## src/hdl/sbb_pkg.sv

```systemverilog
// Shared types, constants and codes for the separable box blur unit.
package sbb_pkg;

    localparam int DEF_MAX_WIDTH  = 128;
    localparam int DEF_MAX_HEIGHT = 128;
    localparam int DEF_MAX_RADIUS = 127;

    localparam int SAMPLE_W = 16;
    localparam int DIM_W    = 8;
    localparam int RAD_W    = 7;
    localparam int SUM_W    = 24;
    localparam int CNT_W    = 8;
    localparam int PIX_W    = 3 * SAMPLE_W;

    localparam logic [1:0] OP_WRITE = 2'd0;
    localparam logic [1:0] OP_BLUR  = 2'd1;
    localparam logic [1:0] OP_READ  = 2'd2;
    localparam logic [1:0] OP_NONE  = 2'd3;

    localparam logic [1:0] REG_RADIUS = 2'd0;
    localparam logic [1:0] REG_WIDTH  = 2'd1;
    localparam logic [1:0] REG_HEIGHT = 2'd2;

    typedef struct packed {
        logic             host_wr;
        logic             host_rd;
        logic             vert;
        logic [DIM_W-1:0] pos;
        logic [DIM_W-1:0] line;
        logic             addr_ld;
        logic             acc_clr;
        logic             acc_add;
        logic             acc_sub;
        logic             div_start;
        logic             dst_wr;
        logic             out_ld;
        logic             out_data;
        logic             out_status;
    } sbb_cmd_t;

    typedef struct packed {
        logic in_frame;
        logic div_busy;
    } sbb_sts_t;

endpackage

```

## src/hdl/sbb_ctrl.sv

```systemverilog
// Controller: item handshake and the sequencer of the two blur passes.
module sbb_ctrl
    import sbb_pkg::*;
(
    input  logic               clk,
    input  logic               rst_n,
    input  logic               in_valid,
    output logic               in_ready,
    input  logic [1:0]         opcode,
    output logic               out_valid,
    input  logic               out_ready,
    input  logic [DIM_W-1:0]   eff_w,
    input  logic [DIM_W-1:0]   eff_h,
    input  logic [RAD_W-1:0]   eff_r,
    output sbb_cmd_t           cmd,
    input  sbb_sts_t           sts
);

    typedef enum logic [10:0] {
        ST_IDLE       = 11'b000_0000_0001,
        ST_RD_WAIT    = 11'b000_0000_0010,
        ST_LINE_START = 11'b000_0000_0100,
        ST_FETCH_ADDR = 11'b000_0000_1000,
        ST_FETCH_RD   = 11'b000_0001_0000,
        ST_FETCH_ACC  = 11'b000_0010_0000,
        ST_OUT_ADDR   = 11'b000_0100_0000,
        ST_DIV_RUN    = 11'b000_1000_0000,
        ST_DST_WR     = 11'b001_0000_0000,
        ST_NEXT       = 11'b010_0000_0000,
        ST_FINISH     = 11'b100_0000_0000
    } state_t;

    typedef enum logic [1:0] {
        KIND_PRIME = 2'd0,
        KIND_SUB   = 2'd1,
        KIND_ADD   = 2'd2
    } kind_t;

    state_t            state_reg, state_next;
    kind_t             kind_reg, kind_next;
    logic              vert_reg, vert_next;
    logic [DIM_W-1:0]  line_reg, line_next;
    logic [DIM_W-1:0]  i_reg, i_next;
    logic [DIM_W-1:0]  fpos_reg, fpos_next;
    logic              rd_ok_reg, rd_ok_next;
    logic              out_valid_reg, out_valid_next;

    logic [DIM_W-1:0]  n_len;
    logic [DIM_W-1:0]  n_lines;
    logic [DIM_W-1:0]  r_ext;
    logic [DIM_W-1:0]  last;
    logic [DIM_W:0]    add_pos;
    logic              add_ok;
    logic              accept;

    // Line geometry of the current pass
    assign n_len   = vert_reg ? eff_h : eff_w;
    assign n_lines = vert_reg ? eff_w : eff_h;
    assign r_ext   = DIM_W'(eff_r);
    assign last    = (r_ext < n_len) ? r_ext : n_len - 1'b1;
    assign add_pos = {1'b0, i_reg} + {1'b0, r_ext} + 1'b1;
    assign add_ok  = add_pos < {1'b0, n_len};

    assign in_ready  = (state_reg == ST_IDLE) && (!out_valid_reg || out_ready);
    assign accept    = in_valid && in_ready;
    assign out_valid = out_valid_reg;

    // Next state and commands
    always_comb
    begin
        state_next = state_reg;
        kind_next  = kind_reg;
        vert_next  = vert_reg;
        line_next  = line_reg;
        i_next     = i_reg;
        fpos_next  = fpos_reg;
        rd_ok_next = rd_ok_reg;

        cmd            = '0;
        cmd.vert       = vert_reg;
        cmd.pos        = fpos_reg;
        cmd.line       = line_reg;

        unique case (state_reg)
            ST_IDLE:
            begin
                if (accept)
                begin
                    unique case (opcode)
                        OP_WRITE:
                        begin
                            cmd.host_wr    = sts.in_frame;
                            cmd.out_ld     = 1'b1;
                            cmd.out_status = !sts.in_frame;
                        end
                        OP_READ:
                        begin
                            cmd.host_rd = 1'b1;
                            rd_ok_next  = sts.in_frame;
                            state_next  = ST_RD_WAIT;
                        end
                        OP_BLUR:
                        begin
                            if (eff_r == '0)
                            begin
                                cmd.out_ld = 1'b1;
                            end
                            else
                            begin
                                vert_next  = 1'b0;
                                line_next  = '0;
                                state_next = ST_LINE_START;
                            end
                        end
                        default:
                        begin
                            cmd.out_ld = 1'b1;
                        end
                    endcase
                end
            end
            ST_RD_WAIT:
            begin
                cmd.out_ld     = 1'b1;
                cmd.out_data   = rd_ok_reg;
                cmd.out_status = !rd_ok_reg;
                state_next     = ST_IDLE;
            end
            ST_LINE_START:
            begin
                cmd.acc_clr = 1'b1;
                fpos_next   = '0;
                kind_next   = KIND_PRIME;
                state_next  = ST_FETCH_ADDR;
            end
            ST_FETCH_ADDR:
            begin
                cmd.addr_ld = 1'b1;
                state_next  = ST_FETCH_RD;
            end
            ST_FETCH_RD:
            begin
                state_next = ST_FETCH_ACC;
            end
            ST_FETCH_ACC:
            begin
                unique case (kind_reg)
                    KIND_PRIME:
                    begin
                        cmd.acc_add = 1'b1;
                        if (fpos_reg == last)
                        begin
                            i_next     = '0;
                            state_next = ST_OUT_ADDR;
                        end
                        else
                        begin
                            fpos_next  = fpos_reg + 1'b1;
                            state_next = ST_FETCH_ADDR;
                        end
                    end
                    KIND_SUB:
                    begin
                        cmd.acc_sub = 1'b1;
                        if (add_ok)
                        begin
                            kind_next  = KIND_ADD;
                            fpos_next  = add_pos[DIM_W-1:0];
                            state_next = ST_FETCH_ADDR;
                        end
                        else
                        begin
                            state_next = ST_NEXT;
                        end
                    end
                    KIND_ADD:
                    begin
                        cmd.acc_add = 1'b1;
                        state_next  = ST_NEXT;
                    end
                    default:
                    begin
                        state_next = ST_NEXT;
                    end
                endcase
            end
            ST_OUT_ADDR:
            begin
                cmd.pos       = i_reg;
                cmd.addr_ld   = 1'b1;
                cmd.div_start = 1'b1;
                state_next    = ST_DIV_RUN;
            end
            ST_DIV_RUN:
            begin
                if (!sts.div_busy)
                begin
                    state_next = ST_DST_WR;
                end
            end
            ST_DST_WR:
            begin
                cmd.dst_wr = 1'b1;
                if (i_reg >= r_ext)
                begin
                    kind_next  = KIND_SUB;
                    fpos_next  = i_reg - r_ext;
                    state_next = ST_FETCH_ADDR;
                end
                else if (add_ok)
                begin
                    kind_next  = KIND_ADD;
                    fpos_next  = add_pos[DIM_W-1:0];
                    state_next = ST_FETCH_ADDR;
                end
                else
                begin
                    state_next = ST_NEXT;
                end
            end
            ST_NEXT:
            begin
                if (i_reg == n_len - 1'b1)
                begin
                    if (line_reg == n_lines - 1'b1)
                    begin
                        if (vert_reg)
                        begin
                            state_next = ST_FINISH;
                        end
                        else
                        begin
                            vert_next  = 1'b1;
                            line_next  = '0;
                            state_next = ST_LINE_START;
                        end
                    end
                    else
                    begin
                        line_next  = line_reg + 1'b1;
                        state_next = ST_LINE_START;
                    end
                end
                else
                begin
                    i_next     = i_reg + 1'b1;
                    state_next = ST_OUT_ADDR;
                end
            end
            ST_FINISH:
            begin
                cmd.out_ld = 1'b1;
                state_next = ST_IDLE;
            end
            default:
            begin
                state_next = ST_IDLE;
            end
        endcase
    end

    // Result valid: drop on transfer, raise on load
    always_comb
    begin
        out_valid_next = out_valid_reg;
        if (out_valid_reg && out_ready)
        begin
            out_valid_next = 1'b0;
        end
        if (cmd.out_ld)
        begin
            out_valid_next = 1'b1;
        end
    end

    always_ff @(posedge clk or negedge rst_n)
    begin
        if (!rst_n)
        begin
            state_reg     <= ST_IDLE;
            kind_reg      <= KIND_PRIME;
            vert_reg      <= 1'b0;
            line_reg      <= '0;
            i_reg         <= '0;
            fpos_reg      <= '0;
            rd_ok_reg     <= 1'b0;
            out_valid_reg <= 1'b0;
        end
        else
        begin
            state_reg     <= state_next;
            kind_reg      <= kind_next;
            vert_reg      <= vert_next;
            line_reg      <= line_next;
            i_reg         <= i_next;
            fpos_reg      <= fpos_next;
            rd_ok_reg     <= rd_ok_next;
            out_valid_reg <= out_valid_next;
        end
    end

    // A new item is only taken with the sequencer at rest
    a_ready_idle: assert property (@(posedge clk) disable iff (!rst_n)
        in_ready |-> state_reg == ST_IDLE)
        else $error("input ready outside idle");

    // A division is never restarted while one runs
    a_div_start: assert property (@(posedge clk) disable iff (!rst_n)
        cmd.div_start |-> !sts.div_busy)
        else $error("divider restarted while busy");

    // The destination is written only with a finished quotient
    a_dst_wr: assert property (@(posedge clk) disable iff (!rst_n)
        cmd.dst_wr |-> !sts.div_busy && $past(state_reg) == ST_DIV_RUN)
        else $error("destination written before division finished");

    // A read transfer is answered on the following cycle
    a_read_answer: assert property (@(posedge clk) disable iff (!rst_n)
        (accept && opcode == OP_READ) |=> cmd.out_ld)
        else $error("read result not loaded");

    // A result is never overwritten before it is taken
    a_no_overwrite: assert property (@(posedge clk) disable iff (!rst_n)
        (out_valid_reg && !out_ready) |-> !cmd.out_ld)
        else $error("pending result overwritten");

endmodule

```

## config.mk

```make
export PLATFORM = sky130hd
export DESIGN_NAME = sbb_ctrl
export DESIGN_NICKNAME = d
export VERILOG_FILES = /design/src/hdl/sbb_pkg.sv /design/src/hdl/sbb_ctrl.sv
export SDC_FILE = /design/constraint.sdc
export NUM_CORES = 1
export LEC_CHECK = 0
export BUFFER_PORTS_ARGS = -buffer_cell sky130_fd_sc_hd__buf_2
export CAP_MARGIN = 20
export CORE_MARGIN = 10
export CORE_UTILIZATION = 50
export CTS_BUF_LIST = sky130_fd_sc_hd__clkbuf_8
export CTS_CLUSTER_SIZE = 12
export DETAILED_ROUTE_END_ITERATION = 6
export PLACE_DENSITY = 0.74
export SYNTH_ARGS = -nofsm -noshare
export SYNTH_HDL_FRONTEND = slang
export SYNTH_SLANG_ARGS = --single-unit
```

## constraint.sdc

```tcl
create_clock -name clk -period 4.4 [get_ports clk]
set_clock_uncertainty 0.2 [all_clocks]
set_input_delay 0.22 -clock clk [delete_from_list [all_inputs] [get_ports clk]]
set_output_delay 0.22 -clock clk [all_outputs]
set_load 0.03 [all_outputs]
```

==> run summary, run 1 <==
Avg Cell Area, Syn: 8.641 µm²
R2R Setup Slk: 0.23 ns
Critical Path End Type: flip-flop
Setup Viol. Count Final: 0
initial DRC count: 353
clk_lat worst skew: 0.31 ns
Design Area, Final: 5221 µm²
IO Pins: 61
Post-synth top cells: dfrtp_1, inv_1, nor2_1
EDFF count, synth: 0
Clock transition at path regs: 0.09 ns
most frequent cell after synthesis: dfrtp_1
Clock Sinks: 40
clk root buf: clkbuf_8
Peak VDD IR: 0.2117 mV
Max clock buf depth: 2
Final Cycle Share: 94.67%
Detail Route Antenna Nets: 0
placed inst area: 5035 µm²
synthesized area: 4597 µm²
Slew headroom: 36.99%
pin count of the biggest net entering global routing: 41
status: completed
Worst Path Arrival: 4.17 ns
Core ar.: 8848 µm²
Min-Delay Path Depth: 4
HP Class: input port to flip-flop
final hold violation count: 0
Die H: 115.9 µm
hold_ws: 0.02093 ns
ANT cells: 0
Via-to-Cell Ratio: 6.123
switching share of power: 44.47%
worst r2r src: i_reg[0]$_DFFE_PN0P_
GP Congestion: 1.005
drt wl/cell: 19.06 µm
Synth area leader: dfrtp_1
top_reg_cell synth: dfrtp_1
Startpoint Class: flip-flop
minimum clock period: 4.165 ns
fraction of layout cells with a size suffix above 1: 24.75%
Die Footprint: 13430 µm²
combinational fraction of design power: 46.6%
CP Data Required Time: 4.40 ns
Reg power frac: 33.3%
Hold Crit Start: sts[0]
unrepaired setup endpoints after global routing: no
via count: 4323
sequential share of the synthesized area: 21.80%
Crit Path Class: flip-flop to flip-flop
worst-path fanout max: 4
global-route wire length before repair: 22020 µm
H-tree levels: 2
Pwr Density: 308.5 nW/µm²
fillers: 809
half-perimeter wire length after detailed placement: 10860 µm
Synth Net Count: 597
# DRC: 0
Rows: 34
Synth area leaders: dfrtp_1, ha_1, xnor2_1
gr usage total: 20.41%
Initial Utilization: 51.95%
Layout Nets: 662
CTS Buf Count: 5
clock share of power: 20.1%
final core utilization: 59.01%
count of cell types in the netlist: 90
final WL: 13460 µm
measured slew at the worst slew-check pin: 0.9452 ns
reg2reg path depth: 18
leak pwr: 2.417 nW
post-synthesis cell count: 532
Final Slew Violations: 0
initial antenna violation count: 0
asr flop ratio synth: 100.0%
internal cell power: 894.5 µW
vias in the first global route: 4265
Worst Hold End: state_reg[7]$_DFFE_PN0P_
# port buffers: 60
Fmax achieved: 240.1 MHz
Initial DRT Pass Iterations: 6
yosys synthesis warning count: 0
FF-to-FF End: fpos_reg[3]$_DFFE_PN0P_
Synth Register Bits: 40
max-cap check violation count: 0
top cell type's share of synthesized area: 21.23%
max reg flops: 11
grt total ovfl: 0
die width: 115.9 µm
CTS tree: built
switching power: 716.2 µW
area grow syn2layout: 13.58%
[metal layers]
metal  GRT usage [%]  vias to the layer above  share of wire (%)
met2           32.95                      154                 46
met3           3.101                       29                6.2
li1                -                     2066                  -
met1           26.66                     2074                 44
met4           8.424                        0                3.4
met5               0                        -                  0
[per-stage QoR]
step / setup WS (ns) / power (mW) / std cells / setup TNS [ns]
final: 0.2345 / 1.611 / 706 / 0
after global routing: 0.01699 / 1.707 / 706 / 0
after CTS: 0.04264 / 1.593 / 705 / 0
after detailed placement: -0.01736 / 1.268 / 694 / -0.01736
after global placement: 0.1371 / 1.254 / 694 / 0
after floorplan: 0.1864 / 1.045 / 532 / 0
[timing repair]
item | CTS | global route
gates cloned | 0 | 0
endpoints found under the setup margin | 1 | 11
hold buffers | 3 | 0
endpoints found under the hold margin | 41 | 0
resized for setup | 1 | 7
setup buffers | 0 | 1
pin swaps | 0 | 4
[cells by family (layout without fill, tap and decap cells)]
| logic type | count (synthesis) | count (layout) | synth area share (%) |
|---|---|---|---|
| buf+inv | 63 | 129 | 6.178 |
| xor+xnor | 46 | 46 | 9.527 |
| simple gates | 192 | 192 | 24.25 |
| mux | 39 | 39 | 9.554 |
| fa+ha+maj | 34 | 34 | 9.581 |
| compound gates | 118 | 118 | 19.11 |
| flops | 40 | 40 | 21.80 |
[placed cells by master, fill, tap and decap left out, types with 22 or more instances in the layout]
master,Yosys,final
buf_2,1,60
dfrtp_1,39,39
inv_1,35,34
nor2_1,33,32
nand2_1,32,32
ha_1,32,32
xnor2_1,28,27
a21oi_1,25,25
nand3_1,23,23
mux2i_1,22,22
[cell type report]
| cell class | count | area [µm²] | area share, % |
|---|---|---|---|
| Timing Repair Buffer | 83 | 480.5 | 9.202 |
| Clock buffer | 5 | 68.82 | 1.318 |
| Sequential cell | 40 | 1002 | 19.19 |
| Multi-Input combinational cell | 429 | 3344 | 64.05 |
| Tap cell | 108 | 135.1 | 2.588 |
| Inverter | 38 | 143.9 | 2.756 |
| Clock inverter | 3 | 46.29 | 0.8867 |
[worst max-delay path by stage]
| stage | start | endpoint |
|---|---|---|
| floorplan | i_reg[0]$_DFFE_PN0P_ | fpos_reg[5]$_DFFE_PN0P_ |
| global placement | i_reg[0]$_DFFE_PN0P_ | fpos_reg[3]$_DFFE_PN0P_ |
| detailed placement | i_reg[0]$_DFFE_PN0P_ | fpos_reg[3]$_DFFE_PN0P_ |
| CTS | i_reg[0]$_DFFE_PN0P_ | fpos_reg[3]$_DFFE_PN0P_ |
| global route | i_reg[0]$_DFFE_PN0P_ | fpos_reg[3]$_DFFE_PN0P_ |
| finish | i_reg[0]$_DFFE_PN0P_ | fpos_reg[3]$_DFFE_PN0P_ |
[critical path, stage by stage (launching register included)]
cell and delay [ns]:
dfrtp_1 0.40, inv_2 0.09, ha_1 0.17, inv_1 0.05, fa_1 0.39, nor2b_1 0.15
o21ai_1 0.16, nand2_1 0.12, xnor2_2 0.16, ha_1 0.30, a21o_1 0.20, a211oi_2 0.21
nor3b_2 0.20, a222oi_1 0.12, a31oi_2 0.30, mux2i_1 0.25, nor2_1 0.07, a211o_1 0.26
mux2_4 0.26
[power by group through the flow]
| stage | Combinational (mW) | Clock (mW) | Sequential [mW] |
|---|---|---|---|
| detailed placement | 0.730 | 0 | 0.539 |
| finish | 0.751 | 0.323 | 0.537 |
| global route | 0.818 | 0.343 | 0.545 |
| CTS | 0.738 | 0.324 | 0.531 |
| global placement | 0.717 | 0 | 0.537 |
| floorplan | 0.541 | 0 | 0.504 |
No activity file was read; power rests on OpenSTA's default activity.
==> inputs of run 2 (changes only) <==
--- a/config.mk
+++ b/config.mk
@@ -5,11 +5,11 @@
 export SDC_FILE = /design/constraint.sdc
 export NUM_CORES = 1
 export LEC_CHECK = 0
+export ABC_AREA = 1
 export BUFFER_PORTS_ARGS = -buffer_cell sky130_fd_sc_hd__buf_2
-export CAP_MARGIN = 20
 export CORE_MARGIN = 10
 export CORE_UTILIZATION = 50
-export CTS_BUF_LIST = sky130_fd_sc_hd__clkbuf_8
+export CTS_BUF_LIST = sky130_fd_sc_hd__clkbuf_4 sky130_fd_sc_hd__clkbuf_8
 export CTS_CLUSTER_SIZE = 12
 export DETAILED_ROUTE_END_ITERATION = 6
 export PLACE_DENSITY = 0.74
==> run 2 against run 1 <==
  * Core utilization fell by 2.1 points
  * Via count rose by 28%
  * Power rose by 29%
  * Critical path depth rose by 2
==> run summary, run 2 <==
Worst Path Arrival: 3.91 ns (-0.26 ns)
count of cell types in the netlist: 48 (-47%)
Rows: 36 (+5.9%)
crit-path max cell delay: 0.45 ns (+0.05 ns)
Setup Viol. Count Final: 0 (unchanged)
CP Depth: 20 (+2)
worst-path fanout max: 25 (+21)
die width: 120.4 µm (+3.9%)
ANT cells: 0 (unchanged)
Synth area leader: dfrtp_1
Crit. Startpoint: vert_reg$_DFFE_PN0P_
area grow syn2layout: 10.41%
max-cap check violation count: 0 (unchanged)
post_cts resized: 0 (-1)
Detail Route Antenna Nets: 0 (unchanged)
Initial Utilization: 51.52% (-0.43 points)
yosys synthesis warning count: 0 (unchanged)
max reg flops: 11 (unchanged)
synthesized area: 5036 µm² (+9.6%)
Critical Path End: fpos_reg[4]$_DFFE_PN0P_
minimum clock period: 3.875 ns (-0.2903 ns)
top_reg_cell synth: dfrtp_1
top cell type's share of synthesized area: 19.38% (-1.9 points)
FF-to-FF End: fpos_reg[4]$_DFFE_PN0P_
gr usage total: 21.71% (+1.3 points)
unrepaired setup endpoints after global routing: no
Die H: 120.4 µm (+3.9%)
final hold violation count: 0 (unchanged)
via count: 5525 (+28%)
Final Non-Filler Cells: 988 (+40%)
Post-synth top cells: nand2_1, inv_1, nand3_1
commonest non-fill, non-tap cell in the layout: nand2_1
Synth Register Bits: 40 (unchanged)
Fmax achieved: 258.1 MHz (+7.5%)
crit path cell chain: buf_4, inv_2, o21ai_2, ha_1, nand2_1, inv_1, nand2_1, nand2_1, nand2_2, nand2_2, nand2_1, nand3_1, nand2_1, nor2_1, nand2_1, nor2_4, nand2_2, nand2_2, nand2_1, nand2_1
most frequent CP cell: nand2_1
Critical Path End Type: flip-flop
Layout Nets: 919 (+39%)
Synth Net Count: 866 (+45%)
Design Area, Final: 5560 µm² (+6.5%)
half-perimeter wire length after detailed placement: 13070 µm (+20%)
sequential share of the synthesized area: 19.90% (-1.9 points)
clk root buf: clkbuf_8
GP Congestion: 1.010 (+0.51%)
most frequent cell after synthesis: nand2_1
Setup TNS: 0 ns (unchanged)
Die Footprint: 14490 µm² (+7.9%)
HP Class: input port to flip-flop
Clock transition at path regs: 0.08 ns (about the same)
Pwr Density: 373.6 nW/µm² (+21%)
reg2reg path depth: 20 (+2)
measured slew at the worst slew-check pin: 1.038 ns (+0.09242 ns)
worst r2r src: vert_reg$_DFFE_PN0P_
Peak VDD IR: 0.1857 mV (-12%)
fraction of layout cells with a size suffix above 1: 13.92% (-11 points)
asr flop ratio synth: 100.0% (unchanged)
# port buffers: 60 (unchanged)
status: completed
CTS Buf Count: 5 (unchanged)
Final Slew Violations: 0 (unchanged)
delay-heaviest family, CP: simple AND/OR/NAND/NOR gates
clk_lat worst skew: 0.29 ns (-0.02 ns)
initial antenna violation count: 0 (unchanged)
Startpoint Class: flip-flop
Crit Path Class: flip-flop to flip-flop
Slew headroom: 30.19% (-6.8 points)
placed inst area: 5404 µm² (+7.3%)
Initial DRT Pass Iterations: 5 (-1)
pin count of the biggest net entering global routing: 41 (unchanged)
# DRC: 0 (unchanged)
final WL: 15970 µm (+19%)
vias in the first global route: 5284 (+24%)
Avg Cell Area, Syn: 6.287 µm² (-27%)
H-tree levels: 2 (unchanged)
initial DRC count: 504 (+43%)
Max clock buf depth: 2 (unchanged)
placed insts: 978 (+41%)
Core ar.: 9774 µm² (+10%)
IO Pins: 61 (unchanged)
EDFF count, synth: 0 (unchanged)
CTS tree: built
leak pwr: 2.996 nW (+24%)
fillers: 960 (+19%)
Via-to-Cell Ratio: 5.592 (-8.7%)
Clock Sinks: 40 (unchanged)
post-synthesis cell count: 801 (+51%)
Synth area leaders: dfrtp_1, nand2_1, inv_1
R2R Setup Slk: 0.52 ns (+0.29 ns)
global-route wire length before repair: 26300 µm (+19%)
Final Cycle Share: 88.07% (-6.6 points)
commonest cells after routing, fill and taps aside: nand2_1, inv_1, nand3_1
CP max stage cell: o21ai_2
CP bufs+invs: 3 (+1)
hold_ws: 0.05950 ns (+0.03857 ns)
drt wl/cell: 16.17 µm (-15%)
grt total ovfl: 0 (unchanged)
CP Data Required Time: 4.43 ns (+0.03 ns)
==> run 2: cell count changes in the layout (fill, tap and decap cells not counted), moves of 9 or more <==
cell	delta
nor2_2	+9
nor2_1	+34
nand2b_1	-11
xor2_1	+20
nand2_1	+170
nand3_1	+61
inv_1	+83
mux2i_1	-22
xnor2_1	-21
nand4_1	+23
buf_4	-17
nand2_2	+15
o21ai_0	+13
==> run 2: area by class of cell <==
class / instances / area [µm²] / area share (%)
clock inverter: 2 / 60.06 / 1.080
clock buffer: 6 / 76.32 / 1.373
tap: 133 / 166.4 / 2.993
timing repair buffer: 65 / 342.8 / 6.166
inverter: 123 / 461.7 / 8.303
multi-input combinational: 619 / 3451 / 62.06
sequential: 40 / 1002 / 18.02
==> run 2: routing by layer <==
| layer | up-vias | global-route usage (%) | part of all wire [%] |
|---|---|---|---|
| met2 | 227 | 37.28 | 49 |
| li1 | 2712 | - | - |
| met3 | 37 | 3.164 | 6.5 |
| met4 | 0 | 8.748 | 2.8 |
| met1 | 2549 | 26.62 | 42 |
| met5 | - | 0 | 0 |
==> run 2: worst min-delay path by stage <==
stage	slack [ns]	from	to	cells after the start
after floorplan	-0.28	rst_n	fpos_reg[0]$_DFFE_PN0P_	0
after global placement	0.20	rst_n	line_reg[4]$_DFFE_PN0P_	1
after detailed placement	0.20	rst_n	line_reg[4]$_DFFE_PN0P_	1
after CTS	0.06	sts[0]	state_reg[0]$_DFFE_PN1P_	4
after global routing	0.12	sts[0]	state_reg[0]$_DFFE_PN1P_	4
final	0.06	sts[0]	state_reg[0]$_DFFE_PN1P_	4
==> run 2: logic make-up (layout without fill, tap and decap cells) <==
family | after synthesis | after routing | synth area share (%)
xor+xnor | 41 | 41 | 7.280
simple gates | 449 | 449 | 40.92
fa+ha+maj | 34 | 34 | 8.745
compound gates | 95 | 95 | 11.58
flops | 40 | 40 | 19.90
buf+inv | 142 | 196 | 11.58
==> run 2: stage by stage <==
stage	power (mW)	setup WS (ns)	util, %
finish	2.078	0.5248	56.89
global route	2.248	0.2062	56.89
CTS	2.065	0.5700	56.89
detailed placement	1.689	0.6066	55.29
global placement	1.661	0.6657	55.29
floorplan	1.418	1.125	-
==> run 2: worst reg2reg max path, delay by kind of cell (launching register included) <==
kind	cells	cell delay, ns
buf+inv	3	0.55
flops	1	0.34
fa+ha+maj	1	0.21
compound gates	1	0.45
simple gates	15	2.06
==> run 2: where the power goes <==
group          switching (mW)  total, mW  internal (mW)
clock                   0.143      0.376          0.233
sequential             0.0226      0.425          0.402
combinational           0.879       1.28          0.397
==> run 2: what timing repair did <==
action	4_1_cts	5_1_grt
hold buffers	2	0
endpoints found under the hold margin	40	0
endpoints found under the setup margin	0	0
setup buffers	0	0
==> inputs of run 3 (changes only) <==
--- a/config.mk
+++ b/config.mk
@@ -12,7 +12,7 @@
 export CTS_BUF_LIST = sky130_fd_sc_hd__clkbuf_4 sky130_fd_sc_hd__clkbuf_8
 export CTS_CLUSTER_SIZE = 12
 export DETAILED_ROUTE_END_ITERATION = 6
-export PLACE_DENSITY = 0.74
+export PLACE_DENSITY = 0.73
 export SYNTH_ARGS = -nofsm -noshare
 export SYNTH_HDL_FRONTEND = slang
 export SYNTH_SLANG_ARGS = --single-unit
==> run 3 against run 2 <==
  * Final area is 0.45% lower
  * Cell count stayed put
  * Critical path type unchanged
  * Critical path depth is 1 higher
  * Maximum frequency is 0.32% lower
  * Highest routed layer unchanged
  * Critical endpoint is now fpos_reg[0]$_DFFE_PN0P_
  * Combinational power hardly changed
  * Register-to-register slack hardly changed
==> run summary, run 3 (synthesized netlist as in run 2, its figures left out) <==
CTS Buf Count: 5 (unchanged)
global-route wire length before repair: 26500 µm (+0.76%)
Initial Utilization: 51.52% (unchanged)
Setup Viol. Count Final: 0 (unchanged)
Die H: 120.4 µm (unchanged)
Startpoint Class: flip-flop
pin count of the biggest net entering global routing: 41 (unchanged)
unrepaired setup endpoints after global routing: no
multi-input logic area: 3451 µm² (unchanged)
worst-path fanout max: 19 (-24%)
Tot Pwr: 2.006 mW (-3.4%)
clk root buf: clkbuf_8
Fmax achieved: 257.2 MHz (-0.32%)
switching share of power: 51.50% (+1.2 points)
switching power: 1.033 mW (-1.1%)
leak pwr: 2.986 nW (-0.34%)
Clock Sinks: 40 (unchanged)
max reg flops: 11 (unchanged)
# DRC: 0 (unchanged)
fillers: 1039 (+8.2%)
# port buffers: 60 (unchanged)
vias in the first global route: 5399 (+2.2%)
Via-to-Cell Ratio: 5.589 (about the same)
minimum clock period: 3.888 ns (+0.01237 ns)
Rows: 36 (unchanged)
Detail Route Antenna Nets: 0 (unchanged)
measured slew at the worst slew-check pin: 0.9954 ns (-0.04223 ns)
drt wl/cell: 16.48 µm (+1.9%)
half-perimeter wire length after detailed placement: 13360 µm (+2.2%)
initial antenna violation count: 0 (unchanged)
Slew headroom: 33.03% (+2.8 points)
GP Congestion: 1.045 (+3.5%)
max-cap check violation count: 0 (unchanged)
Setup TNS: 0 ns (unchanged)
initial DRC count: 446 (-12%)
area grow syn2layout: 9.913%
Initial DRT Pass Iterations: 5 (unchanged)
internal cell power: 972.9 µW (-5.8%)
via count: 5522 (-0.054%)
Peak VDD IR: 0.2612 mV (+41%)
H-tree levels: 2 (unchanged)
Critical Path End Type: flip-flop
Core ar.: 9774 µm² (unchanged)
final WL: 16280 µm (+1.9%)
clock share of power: 15.7% (-2.4 points)
combinational fraction of design power: 62.7% (+1.3 points)
Final Slew Violations: 0 (unchanged)
final hold violation count: 0 (unchanged)
Reg power frac: 21.6% (+1.1 points)
Pwr Density: 362.4 nW/µm² (-3.0%)
status: completed
Die Footprint: 14490 µm² (unchanged)
die width: 120.4 µm (unchanged)
post_cts resized: 0 (unchanged)
Layout Nets: 919 (unchanged)
CP Data Required Time: 4.40 ns (-0.03 ns)
Reg area: 1002 µm² (unchanged)
ANT cells: 0 (unchanged)
clk_lat worst skew: 0.30 ns (about the same)
HP Class: input port to flip-flop
IO Pins: 61 (unchanged)
CTS tree: built
Crit Path Class: flip-flop to flip-flop
gr usage total: 21.91% (+0.21 points)
Worst Path Arrival: 3.89 ns (-0.02 ns)
grt total ovfl: 0 (unchanged)
Final Cycle Share: 88.35% (+0.28 points)
commonest non-fill, non-tap cell in the layout: nand2_1
Max clock buf depth: 2 (unchanged)
fraction of layout cells with a size suffix above 1: 13.92% (unchanged)
Clock transition at path regs: 0.09 ns (about the same)
commonest cells after routing, fill and taps aside: nand2_1, inv_1, nand3_1
## run 3: worst max-delay path, cell delays in order (launching register included)
cell and delay (ns):
dfrtp_1 0.44, inv_1 0.24, ha_1 0.23, inv_1 0.06, fa_1 0.40, nand3_1 0.11
nand2_1 0.08, xor2_1 0.16, ha_1 0.31, nand2_1 0.08, inv_1 0.04, nor2_1 0.08
o21a_1 0.11, o21ai_0 0.07, nand3_1 0.08, nand2_1 0.05, nand2_1 0.05, nand2_1 0.36
o211ai_1 0.32, nand3_1 0.11, nand4_1 0.11, nand2_1 0.06
## run 3: layout make-up
type | count | area share (%)
Sequential cell | 40 | 18.11
Timing Repair Buffer | 65 | 6.193
Clock inverter | 2 | 0.6329
Inverter | 123 | 8.341
Multi-Input combinational cell | 619 | 62.34
Tap cell | 133 | 3.006
Clock buffer | 6 | 1.379
## run 3: power groups by stage
| stage | clock (mW) | combinational (mW) | sequential [mW] |
|---|---|---|---|
| 2_1_floorplan | 0 | 0.975 | 0.443 |
| 3_3_place_gp | 0 | 1.23 | 0.440 |
| 3_5_place_dp | 0 | 1.25 | 0.440 |
| 4_1_cts | 0.317 | 1.25 | 0.433 |
| 5_1_grt | 0.331 | 1.42 | 0.439 |
| 6_report | 0.316 | 1.26 | 0.433 |
## run 3: final timing paths
check | from | endpoint | slack, ns | cells after the start
setup / recovery | i_reg[0]$_DFFE_PN0P_ | fpos_reg[0]$_DFFE_PN0P_ | 0.51 | 21
hold / removal | sts[0] | state_reg[0]$_DFFE_PN1P_ | 0.06 | 4
setup reg to reg | i_reg[0]$_DFFE_PN0P_ | fpos_reg[0]$_DFFE_PN0P_ | 0.51 | 21
hold reg to reg | state_reg[5]$_DFFE_PN0P_ | state_reg[5]$_DFFE_PN0P_ | 0.30 | 1
max in group asynchronous | rst_n | state_reg[1]$_DFFE_PN0P_ | 3.03 | 2
min in group asynchronous | rst_n | line_reg[6]$_DFFE_PN0P_ | 0.38 | 2
## run 3: per-stage QoR
step	hold slack, ns	area [µm²]	std cells	util (%)	setup slack (ns)
global route	0.09881	5535	988	56.63	0.09958
CTS	0.05415	5535	988	56.63	0.5779
finish	0.06456	5535	988	56.63	0.5124
floorplan	-0.2756	5036	801	-	1.125
global placement	0.2122	5404	978	55.29	0.7496
detailed placement	0.2092	5404	978	55.29	0.6028
## run 3: timing repair
item,CTS,global route
endpoints found under the setup margin,0,0
hold endpoints to repair,40,0
setup buffers,0,0
hold buffers,2,0
## run 3: per-layer routing
metal	GRT usage, %	vias to the layer above	part of all wire [%]
li1	-	2714	-
met1	26.60	2581	43
met2	38.51	194	49
met3	3.118	33	5.7
met4	7.768	0	2.7
met5	0	-	0
